===== src/rtl/fprm_ram.sv =====
// ---------------------------------------------------------------------------
// fprm_ram
// Simple dual-port memory: one write port, one read port, registered read.
// ---------------------------------------------------------------------------
module fprm_ram #(
  parameter int DEPTH = 64,
  parameter int WIDTH = 8
) (
  input  logic                     clk,
  input  logic                     we,
  input  logic [$clog2(DEPTH)-1:0] waddr,
  input  logic [WIDTH-1:0]         wdata,
  input  logic                     re,
  input  logic [$clog2(DEPTH)-1:0] raddr,
  output logic [WIDTH-1:0]         rdata
);

  logic [WIDTH-1:0] mem [DEPTH];

  always_ff @(posedge clk) begin
    if (we) begin
      mem[waddr] <= wdata;
    end
  end

  always_ff @(posedge clk) begin
    if (re) begin
      rdata <= mem[raddr];
    end
  end

endmodule


===== config.mk =====
export PLATFORM = sky130hd
export DESIGN_NAME = fprm_ram
export DESIGN_NICKNAME = d
export VERILOG_FILES = /design/src/rtl/fprm_ram.sv
export SDC_FILE = /design/constraint.sdc
export NUM_CORES = 1
export LEC_CHECK = 0
export ABC_AREA = 1
export BUFFER_PORTS_ARGS = -buffer_cell sky130_fd_sc_hd__clkbuf_2
export CAP_MARGIN = 0
export CORE_MARGIN = 1.5
export CORE_UTILIZATION = 45
export DETAILED_ROUTE_END_ITERATION = 10
export GPL_TIMING_DRIVEN = 1
export PLACE_DENSITY_LB_ADDON = 0.25
export SKIP_CTS_REPAIR_TIMING = 1
export SLEW_MARGIN = 20
export SYNTH_ARGS = -nofsm -noshare
export SYNTH_HDL_FRONTEND = slang
export SYNTH_SLANG_ARGS = --single-unit

===== constraint.sdc =====
create_clock -name clk -period 2.4 [get_ports clk]
set_input_delay 0.48 -clock clk [delete_from_list [all_inputs] [get_ports clk]]
set_output_delay 0.48 -clock clk [all_outputs]
set_load 0.1 [all_outputs]

==> summary.txt <==
Logic synthesis
  – Area leader, netlist: sky130_fd_sc_hd__edfxtp_1
  – Number of cells produced by synthesis: 1805
  – Total nets after synthesis: 1828
  – Cell area after technology mapping: 21400 µm²
  – Yosys synthesis warning count: 0
  – Netlist cell types: 15
  – Average footprint of a synthesized cell: 11.9 µm²
  – Synth top area cells: sky130_fd_sc_hd__edfxtp_1 (73%), sky130_fd_sc_hd__nand2_1 (11%), sky130_fd_sc_hd__nand3_1 (10%)
  – Number of storage elements in the synthesis netlist: 520
  – Seq/Total Area, Yosys: 72.9%
  – Share of the synthesized area in the top cell type: 72.9%

Global route
  – Total track usage: 22.6%
  – Remaining global-route overflow: 0
  – Global-route wire length before repair: 84400 µm
  – Number of antenna violations at the first check in global routing: 1
  – Vias in the first global route: roughly 14000
  – Maximum number of pins on one net before global-route repair: 67

Finish
  – Most frequent standard cell in the layout excluding fill and tap cells: sky130_fd_sc_hd__nand2_1
  – Share of post-route cells with drive strength above 1: 11.6%
  – Relative area change from synthesis to final layout: 14.0%
  – Most frequent cells in the layout: sky130_fd_sc_hd__nand2_1 (648), sky130_fd_sc_hd__edfxtp_1 (520), sky130_fd_sc_hd__nand3_1 (439)
  – Net total in the final layout: 1914
  – Number of fill cells: 4018

Placed design
  – PortBufs: 30
  – Global placement routability congestion: 0.846
  – Post-DP HPWL: 32000 µm

Setup path
  – CP startpoint: rdata[3]
  – R2R Path End: rdata[1]
  – Worst path slowest cell: sky130_fd_sc_hd__clkbuf_2
  – CP arrival: 1560 ps
  – Largest fanout on the critical path: 1
  – Crit path largest cell delay: 500 ps
  – Instance count on the critical path: 1
  – Register-to-register path setup slack: between 800 and 900 ps
  – Category of the most critical setup path: flop to output port
  – Critical Path Source Type: flop
  – Kind of cell with the highest combined delay on the critical path: buffers and inverters
  – Bufs and invs on worst path: 1
  – Startpoint of the lowest-slack register-to-register path: mem[19][1]
  – Worst Setup End Kind: output port
  – Worst path required time: around 1900 ps
  – Worst setup path end: rdata[3]
  – Cell depth of the worst flop-to-flop path: 8
  – List of cells traversed by the critical path: clkbuf_2

Timing
  – Pins over their slew limit: 0
  – Setup repair after global routing missed its margin: false
  – Worst max-slew margin expressed relative to the limit: about 46%
  – Total count of hold-check failures in the final report: 0
  – Min Hold Slack: 380 ps
  – Shortest clock period the worst path allows after layout: 2040 ps
  – Summed negative setup slack over all endpoints: 0 ps
  – Clock tree skew after final layout: 13.0 ps
  – Final setup violation count: 0
  – Share of the clock period used by the worst path after layout: around 85%
  – Worst-Margin Slew: ~800 ps
  – Fmax: ~500 MHz

Hold path
  – Hold Crit Class: input port to flop

Die
  – Area of the core: between 40000 and 50000 µm²
  – Row cnt: 79
  – Initial cell density of the core: 45.8%
  – Die outline height: 221 µm
  – Chip Width: 221 µm
  – Die Area: 48900 µm²
  – Boundary pin count: 31

Run status
  – Status: complete, no violations

Pwr
  – VDD IR-drop max: about 0.62 mV
  – Power per cell area: 807 nW/µm²
  – Leakage power total: around 8.9 nW

Run
  – Total of max-cap violations: 0

Routing
  – Initial DRT Pass Iterations: 5
  – DR vias/cell: about 5.5
  – Count of routing violations after the opening detailed-route iteration: 1652
  – Final ANT Viol Nets: 0
  – Routed wire length per instance: about 21 µm
  – Total via count after detailed routing: 14000
  – Routed wire length: ~55000 µm
  – Drt drc: 0

Clock tree
  – Worst-case clock buffer depth: 3
  – Clock-pin slew of the registers on the worst-case setup and hold paths: 60 ps
  – Cell chosen for the clock root: sky130_fd_sc_hd__clkbuf_16
  – Number of buffers created by CTS: 54
  – Count of H-tree levels built during CTS: 2
  – Number of clock sinks: 520
  – Skew-Pair Late Insertion Delay: 600 ps
  – TritonCTS clock tree: yes
layout make-up:
class | count | area [µm²] | share of cell area, %
flip-flops and latches | 520 | 15600 | 63.9
clock buffers | 69 | 1470 | 6.02
inverters | 12 | 55.1 | 0.225
clock inverters | 30 | 273 | 1.12
multi-input cells | 1160 | 4950 | 20.3
diodes | 2 | 5.00 | 0.0205
well taps | 607 | 759 | 3.11
repair buffers | 143 | 1300 | 5.31
per-layer routing:
metal	up-vias	global-route usage, %	routed length (µm)
li1	6539	-	-
met1	6803	32.9	23700
met2	551	35.0	25400
met3	85	3.97	4340
met4	2	6.61	1210
met5	-	0	17
cell families (layout without fill, tap and decap cells):
family        Yosys count  count (layout)  synth area share (%)
simple gates         1160            1160                  23.1
flops                 520             520                  72.9
buf+inv               125             254                  4.01
other cells             0               2                     0
sequential cells by signal, indices dropped and copies added, names as in the netlist:
name   flops
rdata      8
mem      512
worst min-delay path by stage:
stage               start          to  slack [ps]  cells after the start
4_1_cts                re    rdata[2]         360                      1
3_3_place_gp   mem[44][4]    rdata[4]         880                      8
2_1_floorplan    wdata[0]   mem[0][0]         580                      0
6_report         wdata[0]  mem[16][0]         380                      2
5_1_grt          wdata[3]  mem[19][3]         390                      2
3_5_place_dp   mem[28][7]    rdata[7]         870                      8
stage by stage:
| stage | instances | setup slack [ps] | area (µm²) | power [mW] | utilization (%) |
|---|---|---|---|---|---|
| floorplan | 1805 | 154 | 21400 | 11.1 | - |
| global placement | 2442 | -61.8 | 22700 | 11.6 | 48.5 |
| detailed placement | 2442 | 85.3 | 22700 | 11.6 | 48.5 |
| CTS | 2541 | 343 | 24400 | 19.8 | 52.2 |
| global route | 2541 | 319 | 24400 | 20.3 | 52.2 |
| finish | 2543 | 363 | 24400 | 19.7 | 52.2 |
power by group:
group | total, mW | internal, mW | switching (mW)
registers | 10.1 | 10.1 | 0.0242
clock network | 8.30 | 4.85 | 3.45
logic | 1.32 | 0.342 | 0.978
total | 19.7 | 15.3 | 4.45
cell usage after synthesis (all sizes together):
library cell  instances
nor2                 56
inv                  12
nand4                 9
clkbuf               15
edfxtp              520
buf                  98
nor4                  8
nand2               648
nand3               439
Power figures use the tool's default switching activity.
