$ cat src/rtl/fprm_pkg.sv
// ---------------------------------------------------------------------------
// fprm_pkg
// Shared sizes, codes and types of the FIFO push-relabel max-flow engine.
// ---------------------------------------------------------------------------
package fprm_pkg;

  localparam int MAX_VERTICES  = 64;
  localparam int MAX_DEGREE    = 16;
  localparam int CAPACITY_BITS = 16;

  localparam int VTX_W      = $clog2(MAX_VERTICES);
  localparam int NV_W       = $clog2(MAX_VERTICES + 1);
  localparam int SLOT_W     = $clog2(MAX_DEGREE);
  localparam int DEG_W      = $clog2(MAX_DEGREE + 1);
  localparam int SLOT_AW    = VTX_W + SLOT_W;
  localparam int SLOT_DW    = VTX_W + SLOT_W + CAPACITY_BITS;
  localparam int FLOW_W     = CAPACITY_BITS + 1;
  localparam int EXC_W      = CAPACITY_BITS + SLOT_W + 1;
  localparam int DATA_W     = EXC_W + 1;
  localparam int AMT_W      = CAPACITY_BITS + 2;
  localparam int HGT_W      = 16;
  localparam int STEP_W     = NV_W + 1;
  localparam int ITER_W     = 24;
  localparam int OUT_FLOW_W = 20;
  localparam int CFG_AW     = 2;

  localparam logic [HGT_W-1:0]      HEIGHT_MAX   = '1;
  localparam logic [OUT_FLOW_W-1:0] FLOW_OUT_MAX = '1;

  typedef enum logic [1:0] {
    ACT_CLEAR = 2'd0,
    ACT_ADD   = 2'd1,
    ACT_SOLVE = 2'd2,
    ACT_NONE  = 2'd3
  } action_t;

  typedef enum logic [1:0] {
    ST_OK     = 2'd0,
    ST_LIMIT  = 2'd1,
    ST_BAD_ST = 2'd2,
    ST_REJECT = 2'd3
  } status_t;

  typedef enum logic [CFG_AW-1:0] {
    CFG_NUM_VERTICES = 2'd0,
    CFG_SOURCE       = 2'd1,
    CFG_SINK         = 2'd2,
    CFG_ITER_LIMIT   = 2'd3
  } cfg_reg_t;

  typedef enum logic {
    ALU_ADD = 1'b0,
    ALU_SUB = 1'b1
  } alu_op_t;

  typedef logic signed [DATA_W-1:0] word_t;

endpackage

$ cat src/rtl/fprm_alu.sv
// ---------------------------------------------------------------------------
// fprm_alu
// Shared add/subtract unit with signed less-than, used by the solve sequencer.
// ---------------------------------------------------------------------------
module fprm_alu (
  input  fprm_pkg::alu_op_t op,
  input  fprm_pkg::word_t   a,
  input  fprm_pkg::word_t   b,
  output fprm_pkg::word_t   res,
  output logic              lt
);
  import fprm_pkg::*;

  always_comb begin
    unique case (op)
      ALU_ADD: res = a + b;
      ALU_SUB: res = a - b;
      default: res = a + b;
    endcase
  end

  assign lt = (a < b);

endmodule

$ cat config.mk
export PLATFORM = sky130hd
export DESIGN_NAME = fprm_alu
export DESIGN_NICKNAME = d
export VERILOG_FILES = /design/src/rtl/fprm_pkg.sv /design/src/rtl/fprm_alu.sv
export SDC_FILE = /design/constraint.sdc
export NUM_CORES = 1
export LEC_CHECK = 0
export BUFFER_PORTS_ARGS = -buffer_cell sky130_fd_sc_hd__buf_2
export CORE_ASPECT_RATIO = 0.6
export CORE_MARGIN = 4
export CORE_UTILIZATION = 40
export DETAILED_ROUTE_END_ITERATION = 6
export PLACE_DENSITY_LB_ADDON = 0.3
export REMOVE_ABC_BUFFERS = 1
export SYNTH_ARGS = -nofsm -noshare
export SYNTH_HDL_FRONTEND = slang
export SYNTH_SLANG_ARGS = --single-unit
$ cat constraint.sdc
create_clock -name vclk -period 2.5
set_input_delay 0.25 -clock vclk [all_inputs]
set_output_delay 0.25 -clock vclk [all_outputs]
set_load 0.005 [all_outputs]
==> results_dict.tcl <==
set metrics [dict create \
    gr-usage-all-layers 0.238 \
    yosysSeqAreaShare 0 \
    firstDrtPassIters 4 \
    grt_use_met2 0.347 \
    core_um2 5680 \
    critPathCaptureType "primary output" \
    drc_errors 0 \
    status "finished, violations left" \
    gp_congestion 0.991 \
    row_count 21 \
    netlist.top_cell.by_area "ha_1" \
    hold_class "primary input to primary output" \
    grt_max_degree 17 \
    globalRouteMet3Util 0.0320 \
    antenna_left 0 \
    final_cell_mix "buf_4, buf_2, inv_1" \
    worstPathArrival_ns 2.27 \
    synth_area_um2 2380 \
    nFlopsAndLatches 0 \
    die-area_um2 7300 \
    synthTopCellsByArea "ha_1, a21oi_1, inv_1" \
    final_common_cell "buf_4" \
    worstMarginPinSlew_ns 0.447 \
    hold_viol 0 \
    n_antenna_cell 0 \
    maxCapViolations 0 \
    drt_iter0_drc 329 \
    clock_buffers 0 \
    fin_crit_ns 2.52 \
    setup_viol 1 \
    ys_types 65 \
    vias 3201 \
    grt_pass1_wl_um 14100 \
    fmax_mhz 397 \
    crit_type "primary input to primary output" \
    ir_worst_vdd_uv 138 \
    first_global_vias 2810 \
    use_met1 0.379 \
    antenna_found_initial 0 \
    hpwlAfterDp_um 7230 \
    fin_area_um2 3860 \
    path_max_fanout 4 \
    powerDensity_nw_per_um2 282 \
    fillers 477 \
    top_usage_layer "met1" \
    min_period_over_period 1.01 \
    ios 68 \
    die_w_um 108 \
    syn_area_per_cell_um2 6.95 \
    start_util 0.420 \
    place_area_um2 3200 \
    cellLeakagePower_uw 0.00182 \
    syn2layout_area_growth_pct 62.0 \
    vias_per_cell 5.86 \
    wire_per_inst_um 18.0 \
    drive_gt1_frac 0.489 \
    slew_violations 0 \
    portBuffers 68 \
    fin_nets 558 \
    final-seq-area_um2 0 \
    startpoint_type "primary input" \
    finalPower_uw 1090 \
    slew_headroom 0.702 \
    syn_inst 343 \
    rsz0062_at_grt "true" \
    setup_slack_ns -0.0158 \
    die_y_um 67.8 \
    cp.required_ns 2.25 \
    finalWirelength_um 9860 \
    violations "setup timing" \
    yosys_warnings 0 \
    yosys.area.top_type_share 0.226 \
    overflow 0 \
]
## synthesized netlist by cell type (2+ instances only)
cell type,instances
xnor2_1,15
nor2_1,20
inv_2,4
o21ai_1,2
inv_1,40
nand4_1,4
fa_1,2
a21o_1,8
nand2b_1,7
o21a_1,7
buf_2,8
o221ai_1,2
and3_1,2
nor3_1,10
nor4_1,3
clkbuf_1,7
a211oi_1,5
o21ai_0,19
buf_1,2
a21oi_1,32
nand3_1,5
o311ai_1,4
a221oi_2,2
buf_6,4
mux2i_1,4
a31oi_1,6
a221oi_1,2
o31ai_1,5
nand2_1,19
o211ai_1,3
a2bb2oi_1,2
o21bai_1,3
a31o_1,2
ha_1,43
o22ai_1,2
o311ai_0,2
nor2b_1,4
xor2_1,5
## cell families after synthesis
kind of cell             count (synthesis)  share of synthesized area
XOR/XNOR                                20                     0.0735
multiplexers                             5                     0.0215
AO/OA/AOI/OAI                          123                      0.359
AND/OR/NAND/NOR                         84                      0.182
adder cells (fa/ha/maj)                 45                      0.242
buffers and inverters                   66                      0.122
## where the power goes
group	leakage [µW]	internal (µW)	switching (µW)
Clock	0	0	0
Combinational	0.00182	522	567
Sequential	0	0	0
Total	0.00182	522	567
## metal layers
metal	part of all wire	routed length, µm	up-vias
met2	0.42	4140	210
li1	-	-	1482
met4	0.011	104	0
met5	0	0	-
met3	0.12	1180	18
met1	0.45	4420	1491
## final timing paths
| kind | startpoint | endpoint | slack [ns] | cells past startpoint |
|---|---|---|---|---|
| hold / removal | b[0] | res[0] | 0.86 | 4 |
| setup / recovery | a[6] | res[21] | -0.02 | 10 |
## per-stage QoR
step / std cells / utilization / setup TNS (ns) / worst slack (ns) / hold WS [ns]
5_1_grt: 546 / 0.681 / -0.558 / -0.0976 / 0.885
4_1_cts: 540 / 0.614 / -0.0372 / -0.0372 / 0.841
6_report: 546 / 0.681 / -0.0158 / -0.0158 / 0.863
3_5_place_dp: 536 / 0.564 / -1.53 / -0.294 / 0.840
2_1_floorplan: 321 / - / 0 / 0.225 / 0.631
3_3_place_gp: 536 / 0.564 / -1.27 / -0.217 / 0.838
## area by class of cell
class,instances,area [µm²],area share
inverters,44,170,0.0441
repair buffers,145,987,0.256
well taps,80,100,0.0259
multi-input cells,277,2610,0.674
## repair_timing
item / 4_1_cts / 5_1_grt
endpoints found under the setup margin: 13 / 15
hold buffers: 0 / 0
endpoints found under the hold margin: 0 / 0
pin swaps: 25 / 34
resized for setup: 45 / 67
setup buffers: 5 / 6
## critical path: stages
cell and delay (ns):
buf_6 0.10, ha_4 0.25, nor3_4 0.30, nand2b_4 0.08, or2_4 0.25, o22a_4 0.24
o311ai_4 0.29, o221a_1 0.26, xnor2_1 0.12, buf_2 0.13
Power figures use the tool's default switching activity.
